File: config.mk
export PLATFORM = sky130hd
export DESIGN_NAME = icmp_header_checker_core
export DESIGN_NICKNAME = d
export VERILOG_FILES = /design/src/rtl/core/icmpc_pkg.sv /design/src/rtl/core/icmpc_front.sv /design/src/rtl/core/icmpc_queue.sv /design/src/rtl/core/icmpc_back.sv /design/src/rtl/core/icmp_header_checker_core.sv
export SDC_FILE = /design/constraint.sdc
export NUM_CORES = 1
export LEC_CHECK = 0
export ABC_AREA = 1
export BUFFER_PORTS_ARGS = -buffer_cell sky130_fd_sc_hd__buf_2
export CAP_MARGIN = 25
export CORE_MARGIN = 5
export CORE_UTILIZATION = 50
export CTS_CLUSTER_DIAMETER = 80
export CTS_CLUSTER_SIZE = 28
export DETAILED_ROUTE_END_ITERATION = 8
export GPL_TIMING_DRIVEN = 0
export PLACE_DENSITY = 0.73
export SYNTH_ARGS = -nofsm -noshare
export SYNTH_HDL_FRONTEND = slang
export SYNTH_SLANG_ARGS = --single-unit
export TNS_END_PERCENT = 20
File: constraint.sdc
create_clock -name clk -period 5.6 [get_ports clk]
set_clock_uncertainty 0.05 [all_clocks]
set_input_delay 0.28 -clock clk [delete_from_list [all_inputs] [get_ports clk]]
set_output_delay 0.28 -clock clk [all_outputs]
set_load 0.01 [all_outputs]
File: src/rtl/core/icmpc_pkg.sv
// Shared types and constants for the ICMP header checker core.
// No dependencies; imported by the front, queue, back and top modules.
`timescale 1ns / 1ps

package icmpc_pkg;

    localparam logic [7:0]  ICMP_PROTO      = 8'd1;
    localparam logic [15:0] HDR_LEN         = 16'd8;
    localparam logic [15:0] EXTRA_QUOTE     = 16'd28;
    localparam logic [15:0] TIMESTAMP_LEN   = 16'd20;
    localparam logic [15:0] SUM_GOOD        = 16'hFFFF;
    localparam int          QUEUE_DEPTH     = 2;

    // ICMP types with length rules
    localparam logic [7:0] TYPE_DEST_UNREACH  = 8'd3;
    localparam logic [7:0] TYPE_SOURCE_QUENCH = 8'd4;
    localparam logic [7:0] TYPE_REDIRECT      = 8'd5;
    localparam logic [7:0] TYPE_TIME_EXCEEDED = 8'd11;
    localparam logic [7:0] TYPE_PARAM_PROBLEM = 8'd12;
    localparam logic [7:0] TYPE_TSTAMP        = 8'd13;
    localparam logic [7:0] TYPE_TSTAMP_REPLY  = 8'd14;
    localparam logic [7:0] TYPE_INFO_REQ      = 8'd15;
    localparam logic [7:0] TYPE_INFO_REPLY    = 8'd16;

    // register select bit (byte address bit 2)
    localparam logic REG_HAS_ERROR_PORT = 1'b0;
    localparam logic REG_COUNT_DETAILS  = 1'b1;

    typedef enum logic [1:0] {
        VERDICT_PASS         = 2'd0,
        VERDICT_NOT_ICMP     = 2'd1,
        VERDICT_BAD_LENGTH   = 2'd2,
        VERDICT_BAD_CHECKSUM = 2'd3
    } verdict_t;

    typedef enum logic [1:0] {
        ROUTE_FORWARD = 2'd0,
        ROUTE_ERROR   = 2'd1,
        ROUTE_DISCARD = 2'd2
    } route_t;

    // one finished packet, handed from front to back
    typedef struct packed {
        logic        proto_ok;
        logic [7:0]  msg_type;
        logic [15:0] length;
        logic [15:0] sum;
    } icmpc_rec_t;

    typedef struct packed {
        logic has_error_port;
        logic count_details;
    } icmpc_cfg_t;

endpackage

File: src/rtl/core/icmpc_front.sv
// Front end: takes packet bytes, keeps count, type and ones'-complement sum,
// and pushes one record per packet into the queue. Depends on icmpc_pkg.
`timescale 1ns / 1ps

module icmpc_front
    import icmpc_pkg::*;
#(
    parameter int MAX_LENGTH = 65535
)
(
    input  logic        clk,
    input  logic        rst_n,
    input  logic        in_valid,
    output logic        in_stall,
    input  logic [7:0]  data_byte,
    input  logic        first_byte,
    input  logic        last_byte,
    input  logic [7:0]  ip_protocol,
    input  logic        header_present,
    output logic        push,
    output icmpc_rec_t  push_rec,
    input  logic        queue_full
);

    localparam logic [15:0] LEN_CAP = 16'(MAX_LENGTH);

    logic [15:0] count_reg, count_next;
    logic [15:0] sum_reg, sum_next;
    logic [7:0]  held_reg, held_next;
    logic        odd_reg, odd_next;
    logic [7:0]  type_reg, type_next;
    logic        proto_ok_reg, proto_ok_next;

    logic [15:0] count_base, sum_base, len_cur, word, sum_add, sum_cur;
    logic [7:0]  held_base;
    logic        odd_base;
    logic [16:0] sum_wide;
    logic        fire;

    assign in_stall = queue_full;
    assign fire     = in_valid && !in_stall;

    always_comb
    begin
        // a first mark restarts the packet state
        count_base    = first_byte ? 16'd0 : count_reg;
        sum_base      = first_byte ? 16'd0 : sum_reg;
        held_base     = first_byte ? 8'd0  : held_reg;
        odd_base      = first_byte ? 1'b0  : odd_reg;
        proto_ok_next = first_byte ? (header_present && ip_protocol == ICMP_PROTO)
                                   : proto_ok_reg;
        type_next     = (count_base == 16'd0) ? data_byte : type_reg;
        len_cur       = (count_base < LEN_CAP) ? count_base + 16'd1 : count_base;

        // low byte of a pair, or an odd last byte padded with zero
        word     = odd_base ? {held_base, data_byte} : {data_byte, 8'h00};
        sum_wide = {1'b0, sum_base} + {1'b0, word};
        sum_add  = sum_wide[15:0] + {15'd0, sum_wide[16]};
        sum_cur  = (odd_base || last_byte) ? sum_add : sum_base;

        if (last_byte)
        begin
            count_next = 16'd0;
            sum_next   = 16'd0;
            held_next  = 8'd0;
            odd_next   = 1'b0;
        end
        else
        begin
            count_next = len_cur;
            sum_next   = sum_cur;
            held_next  = odd_base ? held_base : data_byte;
            odd_next   = !odd_base;
        end
    end

    assign push              = fire && last_byte;
    assign push_rec.proto_ok = proto_ok_next;
    assign push_rec.msg_type = type_next;
    assign push_rec.length   = len_cur;
    assign push_rec.sum      = sum_cur;

    always_ff @(posedge clk or negedge rst_n)
    begin
        if (!rst_n)
        begin
            count_reg    <= 16'd0;
            sum_reg      <= 16'd0;
            held_reg     <= 8'd0;
            odd_reg      <= 1'b0;
            type_reg     <= 8'd0;
            proto_ok_reg <= 1'b0;
        end
        else if (fire)
        begin
            count_reg    <= count_next;
            sum_reg      <= sum_next;
            held_reg     <= held_next;
            odd_reg      <= odd_next;
            type_reg     <= type_next;
            proto_ok_reg <= proto_ok_next;
        end
    end

    a_last_clears: assert property (@(posedge clk) disable iff (!rst_n)
        (fire && last_byte) |=> (count_reg == 16'd0 && !odd_reg && sum_reg == 16'd0))
        else $error("packet state not cleared after last beat");

    a_count_cap: assert property (@(posedge clk) disable iff (!rst_n)
        count_reg <= LEN_CAP)
        else $error("byte count above cap");

endmodule

File: src/rtl/core/icmpc_queue.sv
// Short record queue between front and back ends.
// Depends on icmpc_pkg for the record type and depth.
`timescale 1ns / 1ps

module icmpc_queue
    import icmpc_pkg::*;
(
    input  logic       clk,
    input  logic       rst_n,
    input  logic       push,
    input  icmpc_rec_t wdata,
    output logic       full,
    input  logic       pop,
    output icmpc_rec_t rdata,
    output logic       empty
);

    localparam int PTR_W = (QUEUE_DEPTH > 1) ? $clog2(QUEUE_DEPTH) : 1;
    localparam int CNT_W = $clog2(QUEUE_DEPTH + 1);
    localparam logic [CNT_W-1:0] CNT_FULL = CNT_W'(QUEUE_DEPTH);
    localparam logic [PTR_W-1:0] PTR_LAST = PTR_W'(QUEUE_DEPTH - 1);

    icmpc_rec_t       mem [QUEUE_DEPTH];
    logic [PTR_W-1:0] wr_ptr_reg, rd_ptr_reg;
    logic [CNT_W-1:0] fill_reg;

    assign full  = (fill_reg == CNT_FULL);
    assign empty = (fill_reg == '0);
    assign rdata = mem[rd_ptr_reg];

    always_ff @(posedge clk)
    begin
        if (push)
        begin
            mem[wr_ptr_reg] <= wdata;
        end
    end

    always_ff @(posedge clk or negedge rst_n)
    begin
        if (!rst_n)
        begin
            wr_ptr_reg <= '0;
            rd_ptr_reg <= '0;
            fill_reg   <= '0;
        end
        else
        begin
            if (push)
            begin
                wr_ptr_reg <= (wr_ptr_reg == PTR_LAST) ? '0 : wr_ptr_reg + 1'b1;
            end
            if (pop)
            begin
                rd_ptr_reg <= (rd_ptr_reg == PTR_LAST) ? '0 : rd_ptr_reg + 1'b1;
            end
            if (push && !pop)
            begin
                fill_reg <= fill_reg + 1'b1;
            end
            else if (pop && !push)
            begin
                fill_reg <= fill_reg - 1'b1;
            end
        end
    end

    a_no_overflow: assert property (@(posedge clk) disable iff (!rst_n)
        !(push && full))
        else $error("push into full queue");

    a_no_underflow: assert property (@(posedge clk) disable iff (!rst_n)
        !(pop && empty))
        else $error("pop from empty queue");

    a_fill_bound: assert property (@(posedge clk) disable iff (!rst_n)
        fill_reg <= CNT_FULL)
        else $error("queue fill count out of range");

endmodule

File: src/rtl/core/icmpc_back.sv
// Back end: judges queued packet records, updates drop counters and holds
// the result beat. Depends on icmpc_pkg.
`timescale 1ns / 1ps

module icmpc_back
    import icmpc_pkg::*;
#(
    parameter int COUNTER_BITS = 32
)
(
    input  logic        clk,
    input  logic        rst_n,
    input  icmpc_cfg_t  cfg,
    input  icmpc_rec_t  head,
    input  logic        queue_empty,
    output logic        pop,
    output logic        out_valid,
    input  logic        out_stall,
    output logic [1:0]  verdict,
    output logic [1:0]  route,
    output logic [15:0] message_length,
    output logic [31:0] total_drops,
    output logic [31:0] not_icmp_drops,
    output logic [31:0] bad_length_drops,
    output logic [31:0] bad_checksum_drops
);

    logic                    valid_reg;
    verdict_t                verdict_reg, verdict_next;
    route_t                  route_reg, route_next;
    logic [15:0]             length_reg;
    logic [COUNTER_BITS-1:0] total_reg, not_icmp_reg, bad_length_reg, bad_checksum_reg;
    logic                    len_bad;
    logic [63:0]             total_ext, not_icmp_ext, bad_length_ext, bad_checksum_ext;

    always_comb
    begin
        len_bad = 1'b0;
        case (head.msg_type) inside
            TYPE_DEST_UNREACH, TYPE_SOURCE_QUENCH, TYPE_REDIRECT,
            TYPE_TIME_EXCEEDED, TYPE_PARAM_PROBLEM:
                len_bad = head.length < (HDR_LEN + EXTRA_QUOTE);
            TYPE_TSTAMP, TYPE_TSTAMP_REPLY:
                len_bad = head.length != TIMESTAMP_LEN;
            TYPE_INFO_REQ, TYPE_INFO_REPLY:
                len_bad = head.length != HDR_LEN;
            default:
                len_bad = 1'b0;
        endcase
        if (head.length < HDR_LEN)
        begin
            len_bad = 1'b1;
        end

        if (!head.proto_ok)
            verdict_next = VERDICT_NOT_ICMP;
        else if (len_bad)
            verdict_next = VERDICT_BAD_LENGTH;
        else if (head.sum != SUM_GOOD)
            verdict_next = VERDICT_BAD_CHECKSUM;
        else
            verdict_next = VERDICT_PASS;

        if (verdict_next == VERDICT_PASS)
            route_next = ROUTE_FORWARD;
        else if (cfg.has_error_port)
            route_next = ROUTE_ERROR;
        else
            route_next = ROUTE_DISCARD;
    end

    // load a new result when the output slot is free or being taken
    assign pop = !queue_empty && (!valid_reg || !out_stall);

    always_ff @(posedge clk or negedge rst_n)
    begin
        if (!rst_n)
        begin
            valid_reg        <= 1'b0;
            total_reg        <= '0;
            not_icmp_reg     <= '0;
            bad_length_reg   <= '0;
            bad_checksum_reg <= '0;
        end
        else
        begin
            if (pop)
            begin
                valid_reg <= 1'b1;
            end
            else if (!out_stall)
            begin
                valid_reg <= 1'b0;
            end

            if (pop && verdict_next != VERDICT_PASS)
            begin
                total_reg <= total_reg + 1'b1;
                if (cfg.count_details)
                begin
                    case (verdict_next)
                        VERDICT_NOT_ICMP:     not_icmp_reg     <= not_icmp_reg + 1'b1;
                        VERDICT_BAD_LENGTH:   bad_length_reg   <= bad_length_reg + 1'b1;
                        VERDICT_BAD_CHECKSUM: bad_checksum_reg <= bad_checksum_reg + 1'b1;
                        default: ;
                    endcase
                end
            end
        end
    end

    always_ff @(posedge clk)
    begin
        if (pop)
        begin
            verdict_reg <= verdict_next;
            route_reg   <= route_next;
            length_reg  <= head.length;
        end
    end

    assign total_ext        = 64'(total_reg);
    assign not_icmp_ext     = 64'(not_icmp_reg);
    assign bad_length_ext   = 64'(bad_length_reg);
    assign bad_checksum_ext = 64'(bad_checksum_reg);

    assign out_valid          = valid_reg;
    assign verdict            = verdict_reg;
    assign route              = route_reg;
    assign message_length     = length_reg;
    assign total_drops        = total_ext[31:0];
    assign not_icmp_drops     = not_icmp_ext[31:0];
    assign bad_length_drops   = bad_length_ext[31:0];
    assign bad_checksum_drops = bad_checksum_ext[31:0];

    a_pass_forwards: assert property (@(posedge clk) disable iff (!rst_n)
        (valid_reg && verdict_reg == VERDICT_PASS) |-> route_reg == ROUTE_FORWARD)
        else $error("passing packet not forwarded");

    a_fail_not_forwarded: assert property (@(posedge clk) disable iff (!rst_n)
        (valid_reg && verdict_reg != VERDICT_PASS) |-> route_reg != ROUTE_FORWARD)
        else $error("failed packet forwarded");

    a_total_counts_fail: assert property (@(posedge clk) disable iff (!rst_n)
        (pop && verdict_next != VERDICT_PASS) |=> total_reg == $past(total_reg) + 1'b1)
        else $error("total drop counter missed a failure");

endmodule

File: src/rtl/core/icmp_header_checker_core.sv
// ICMP header checker top level: APB register file, front end, record queue
// and back end. Depends on icmpc_pkg, icmpc_front, icmpc_queue, icmpc_back.
//
//   channel | signals                          | direction
//   --------+----------------------------------+-----------------------
//   in      | in_valid / in_stall, byte fields | packet bytes, one a beat
//   out     | out_valid / out_stall, results   | one verdict per packet
//   cfg     | psel/penable/pwrite/paddr/pwdata | register writes and reads
//
// One byte beat is taken every cycle while in_stall is low; the running
// sum is one 16-bit add with end-around carry per byte pair (or odd last
// byte) in the front end. After its last byte is taken, a packet's record
// is written into the queue and then loaded into the back-end output register.
// The two-entry queue lets the front keep taking bytes while a result waits;
// in_stall rises only when the queue is full. Reset clears all packet state,
// counters and both registers; no clearing pass is needed.
`timescale 1ns / 1ps

module icmp_header_checker_core
    import icmpc_pkg::*;
#(
    parameter int MAX_LENGTH   = 65535,
    parameter int COUNTER_BITS = 32
)
(
    input  logic        clk,
    input  logic        rst_n,
    input  logic        psel,
    input  logic        penable,
    input  logic        pwrite,
    input  logic [2:0]  paddr,
    input  logic [31:0] pwdata,
    output logic [31:0] prdata,
    output logic        pready,
    input  logic        in_valid,
    output logic        in_stall,
    input  logic [7:0]  data_byte,
    input  logic        first_byte,
    input  logic        last_byte,
    input  logic [7:0]  ip_protocol,
    input  logic        header_present,
    output logic        out_valid,
    input  logic        out_stall,
    output logic [1:0]  verdict,
    output logic [1:0]  route,
    output logic [15:0] message_length,
    output logic [31:0] total_drops,
    output logic [31:0] not_icmp_drops,
    output logic [31:0] bad_length_drops,
    output logic [31:0] bad_checksum_drops
);

    icmpc_cfg_t cfg_reg;
    logic       cfg_write;
    logic       push, pop, queue_full, queue_empty;
    icmpc_rec_t push_rec, head_rec;

    assign pready    = 1'b1;
    assign cfg_write = psel && penable && pwrite && pready;

    always_ff @(posedge clk or negedge rst_n)
    begin
        if (!rst_n)
        begin
            cfg_reg <= '0;
        end
        else if (cfg_write)
        begin
            case (paddr[2])
                REG_HAS_ERROR_PORT: cfg_reg.has_error_port <= pwdata[0];
                REG_COUNT_DETAILS:  cfg_reg.count_details  <= pwdata[0];
                default:            cfg_reg                <= cfg_reg;
            endcase
        end
    end

    always_comb
    begin
        case (paddr[2])
            REG_HAS_ERROR_PORT: prdata = {31'd0, cfg_reg.has_error_port};
            REG_COUNT_DETAILS:  prdata = {31'd0, cfg_reg.count_details};
            default:            prdata = 32'd0;
        endcase
    end

    icmpc_front #(
        .MAX_LENGTH (MAX_LENGTH)
    ) u_front (
        .clk            (clk),
        .rst_n          (rst_n),
        .in_valid       (in_valid),
        .in_stall       (in_stall),
        .data_byte      (data_byte),
        .first_byte     (first_byte),
        .last_byte      (last_byte),
        .ip_protocol    (ip_protocol),
        .header_present (header_present),
        .push           (push),
        .push_rec       (push_rec),
        .queue_full     (queue_full)
    );

    icmpc_queue u_queue (
        .clk   (clk),
        .rst_n (rst_n),
        .push  (push),
        .wdata (push_rec),
        .full  (queue_full),
        .pop   (pop),
        .rdata (head_rec),
        .empty (queue_empty)
    );

    icmpc_back #(
        .COUNTER_BITS (COUNTER_BITS)
    ) u_back (
        .clk                (clk),
        .rst_n              (rst_n),
        .cfg                (cfg_reg),
        .head               (head_rec),
        .queue_empty        (queue_empty),
        .pop                (pop),
        .out_valid          (out_valid),
        .out_stall          (out_stall),
        .verdict            (verdict),
        .route              (route),
        .message_length     (message_length),
        .total_drops        (total_drops),
        .not_icmp_drops     (not_icmp_drops),
        .bad_length_drops   (bad_length_drops),
        .bad_checksum_drops (bad_checksum_drops)
    );

endmodule
==> impl_metrics.env <==
export IMPL_drtIter0Drc=1035
export IMPL_gp_congestion=0.901
export IMPL_worstPathArrival_ns=5.39
export IMPL_yosysSeqAreaShare_pct=48.9
export IMPL_core_um2=31300
export IMPL_met2_usage_pct=36.5
export IMPL_ir_drop_uv=183
export IMPL_post_dp_hpwl_um=29900
export IMPL_synth_edf_count=102
export IMPL_area_growth_pct=13.5
export IMPL_io_pins=244
export IMPL_rows=65
export IMPL_tns_ns=0
export IMPL_leakage_nw=8.87
export IMPL_grt_max_degree=119
export IMPL_cts_buffers=15
export IMPL_die_area_um2=35100
export IMPL_syn_inst=1973
export IMPL_grt_pass1_vias=12900
export IMPL_holdCritPathClass="primary input to flop"
export IMPL_fmax_ghz=0.195
export IMPL_max_slew_worst_pin_slew_ns=1.05
export IMPL_relSlewSlack_pct=29.2
export IMPL_antenna_found_initial=0
export IMPL_synth_top_flop_cell="dfrtp_1"
export IMPL_critical_path_most_common_cell="nand2_1"
export IMPL_synth_avg_cell_area_um2=7.98
export IMPL_path_clk_slew_ns=0.11
export IMPL_finalPower_mw=6.02
export IMPL_yosys_register_bits=287
export IMPL_path_max_fanout=10
export IMPL_crit_type="flop to flop"
export IMPL_clockRootBuffer="clkbuf_16"
export IMPL_finalNonFillerCells=2616
export IMPL_maxCapViolCount=0
export IMPL_die_h_um=187
export IMPL_slowest_stage="dfrtp_1"
export IMPL_grt_pass1_wl_um=64200
export IMPL_hold_slack_ns=0.147
export IMPL_die_x_um=187
export IMPL_largest_reg_flops=82
export IMPL_cts_tree="built"
export IMPL_regMostFlops="u_queue.mem"
export IMPL_cpPeakStageDelay_ns=0.41
export IMPL_netlist_area_um2=15700
export IMPL_start_util_pct=50.3
export IMPL_clock_sinks=287
export IMPL_period_share_pct=91.6
export IMPL_slew_violations=0
export IMPL_grt_busiest_layer="met2"
export IMPL_power_density_nw_per_um2=337
export IMPL_drive_above_1_share_pct=13.0
export IMPL_insertion_delay_ns=0.52
export IMPL_cp_start_kind="flop"
export IMPL_worst_slack_ns=0.472
export IMPL_pre_cts_ws_ns=0.0830
export IMPL_ys_warn_count=0
export IMPL_worstPathRequired_ns=5.86
export IMPL_fin_nets=2291
export IMPL_yosysUniqueCellTypes=51
export IMPL_htree_levels=1
export IMPL_postSynth_asyncResetShare_pct=64.5
export IMPL_use_met1_pct=30.1
export IMPL_drc=0
export IMPL_status="completed"
export IMPL_routedWlPerCell_um=14.8
export IMPL_clockBufferDepth=3
export IMPL_period_needed_ns=5.13
export IMPL_finalSetupViolCount=0
export IMPL_io_buffer_count=177
export IMPL_cp_end_kind="flop"
export IMPL_postCtsSetupBuffers=0
export IMPL_vias=13400
export IMPL_final_hold_viol_count=0
export IMPL_antenna_left=0
export IMPL_firstDrtPassIters=5
export IMPL_vias_per_cell=5.12
export IMPL_antenna_cells=0
export IMPL_post_place_cells=2585
export IMPL_global_route_usage_met3_pct=2.24
export IMPL_drt_wl_total_um=38800
export IMPL_grt_util_all_layers_pct=21.6
export IMPL_overflow=0
## worst max-delay path, delay by kind of cell (launching register included)
| kind | cells | cell delay, ns |
|---|---|---|
| DFF | 1 | 0.41 |
| AOI/OAI and AO/OA | 3 | 0.57 |
| buffers and inverters | 3 | 0.43 |
| and+or+nand+nor | 21 | 2.60 |
| adders and majority gates | 3 | 0.86 |
## cell usage after synthesis (2+ instances only)
master	count	area, um2
o21ai_1	33	165
nand3b_1	15	113
o21a_1	2	15.0
nor4_1	21	131
a31oi_1	2	12.5
o22ai_1	11	68.8
buf_2	15	75.1
ha_1	24	300
nor3_1	53	265
a21oi_1	17	85.1
buf_4	39	293
o21ai_0	72	360
o31ai_1	2	15.0
nand4_1	41	257
inv_2	6	22.5
conb_1	2	7.51
o21bai_1	2	15.0
o21ai_2	2	17.5
nand2_1	590	2210
inv_1	285	1070
clkbuf_1	17	63.8
o31ai_2	2	25.0
xnor2_1	28	245
xor2_1	80	701
nor2_1	192	721
nand3_1	99	495
nor3_2	5	50.1
buf_6	3	33.8
a21boi_0	2	15.0
nor2_2	2	12.5
nor3b_1	2	15.0
edfxtp_1	102	3060
dfrtp_1	185	4630
or2_2	3	18.8
## routing by layer
layer  vias to the layer above  part of all wire, %
met4                         0                  2.2
met2                       413                   47
li1                       6680                    -
met5                         -                    0
met3                        56                  6.1
met1                      6247                   45
## layout make-up
cell class / count / area (um2)
Inverter: 291 / 1090
Fill cell: 2852 / 13400
Clock buffer: 19 / 390
Multi-Input combinational cell: 1350 / 6620
Timing Repair Buffer: 185 / 1030
Sequential cell: 287 / 7690
Buffer: 75 / 469
Clock inverter: 7 / 68.8
Tap cell: 402 / 503
## placed cells by master (no fill, tap or decap), types with 5 or more instances in the layout
| cell type | count |
|---|---|
| conb_1 | 32 |
| clkbuf_1 | 21 |
| o21ai_0 | 72 |
| a21oi_1 | 17 |
| dlygate4sd3_1 | 5 |
| ha_1 | 24 |
| clkbuf_16 | 15 |
| buf_2 | 191 |
| o21ai_1 | 33 |
| nor4_1 | 21 |
| inv_2 | 6 |
| buf_4 | 39 |
| nand3b_1 | 15 |
| nand2_1 | 590 |
| o22ai_1 | 11 |
| xor2_1 | 80 |
| dfrtp_1 | 185 |
| edfxtp_1 | 102 |
| nand4_1 | 41 |
| nand3_1 | 99 |
| nor3_2 | 6 |
| inv_1 | 285 |
| xnor2_1 | 28 |
| nor3_1 | 52 |
| nor2_1 | 189 |
## through the flow
stage,utilization (%),area (um2)
after CTS,57.0,17900
after floorplan,-,15900
after global placement,55.1,17200
after global routing,57.1,17900
after detailed placement,55.4,17400
final,57.1,17900
## logic make-up after synthesis
kind of cell    after synthesis  synth area share [%]
flops                       287                  48.9
simple gates               1030                  27.6
fa+ha+maj                    25                  2.03
xor+xnor                    108                  6.01
buf+inv                     366                  9.92
other cells                   2                0.0477
mux                           1                0.0636
compound gates              154                  5.41
## timing repair
action / in CTS / in global routing
endpoints found under the hold margin: 70 / 0
setup endpoints to repair: 0 / 6
resized for setup: 0 / 2
hold buffers: 5 / 0
## power breakdown
group	leakage, nW	switching (mW)	internal [mW]	total (mW)
sequential	3.43	0.212	2.62	2.83
clock	0.219	0.701	0.526	1.23
combinational	5.23	1.35	0.621	1.97
## path summary, 6_finish.rpt
kind	slack, ns	from	to	depth (start not counted)
setup / recovery	0.47	u_front.odd_reg	u_queue.mem[1][15]	30
hold / removal	0.15	data_byte[7]	u_front.held_reg[7]	4
setup reg to reg	0.47	u_front.odd_reg	u_queue.mem[1][15]	30
hold reg to reg	0.44	u_back.not_icmp_drops[31]	u_back.not_icmp_drops[31]	1
max in group asynchronous	4.25	rst_n	u_back.not_icmp_drops[4]	3
min in group asynchronous	0.24	rst_n	u_back.total_drops[24]	2
(Power assumes the default switching activity.)
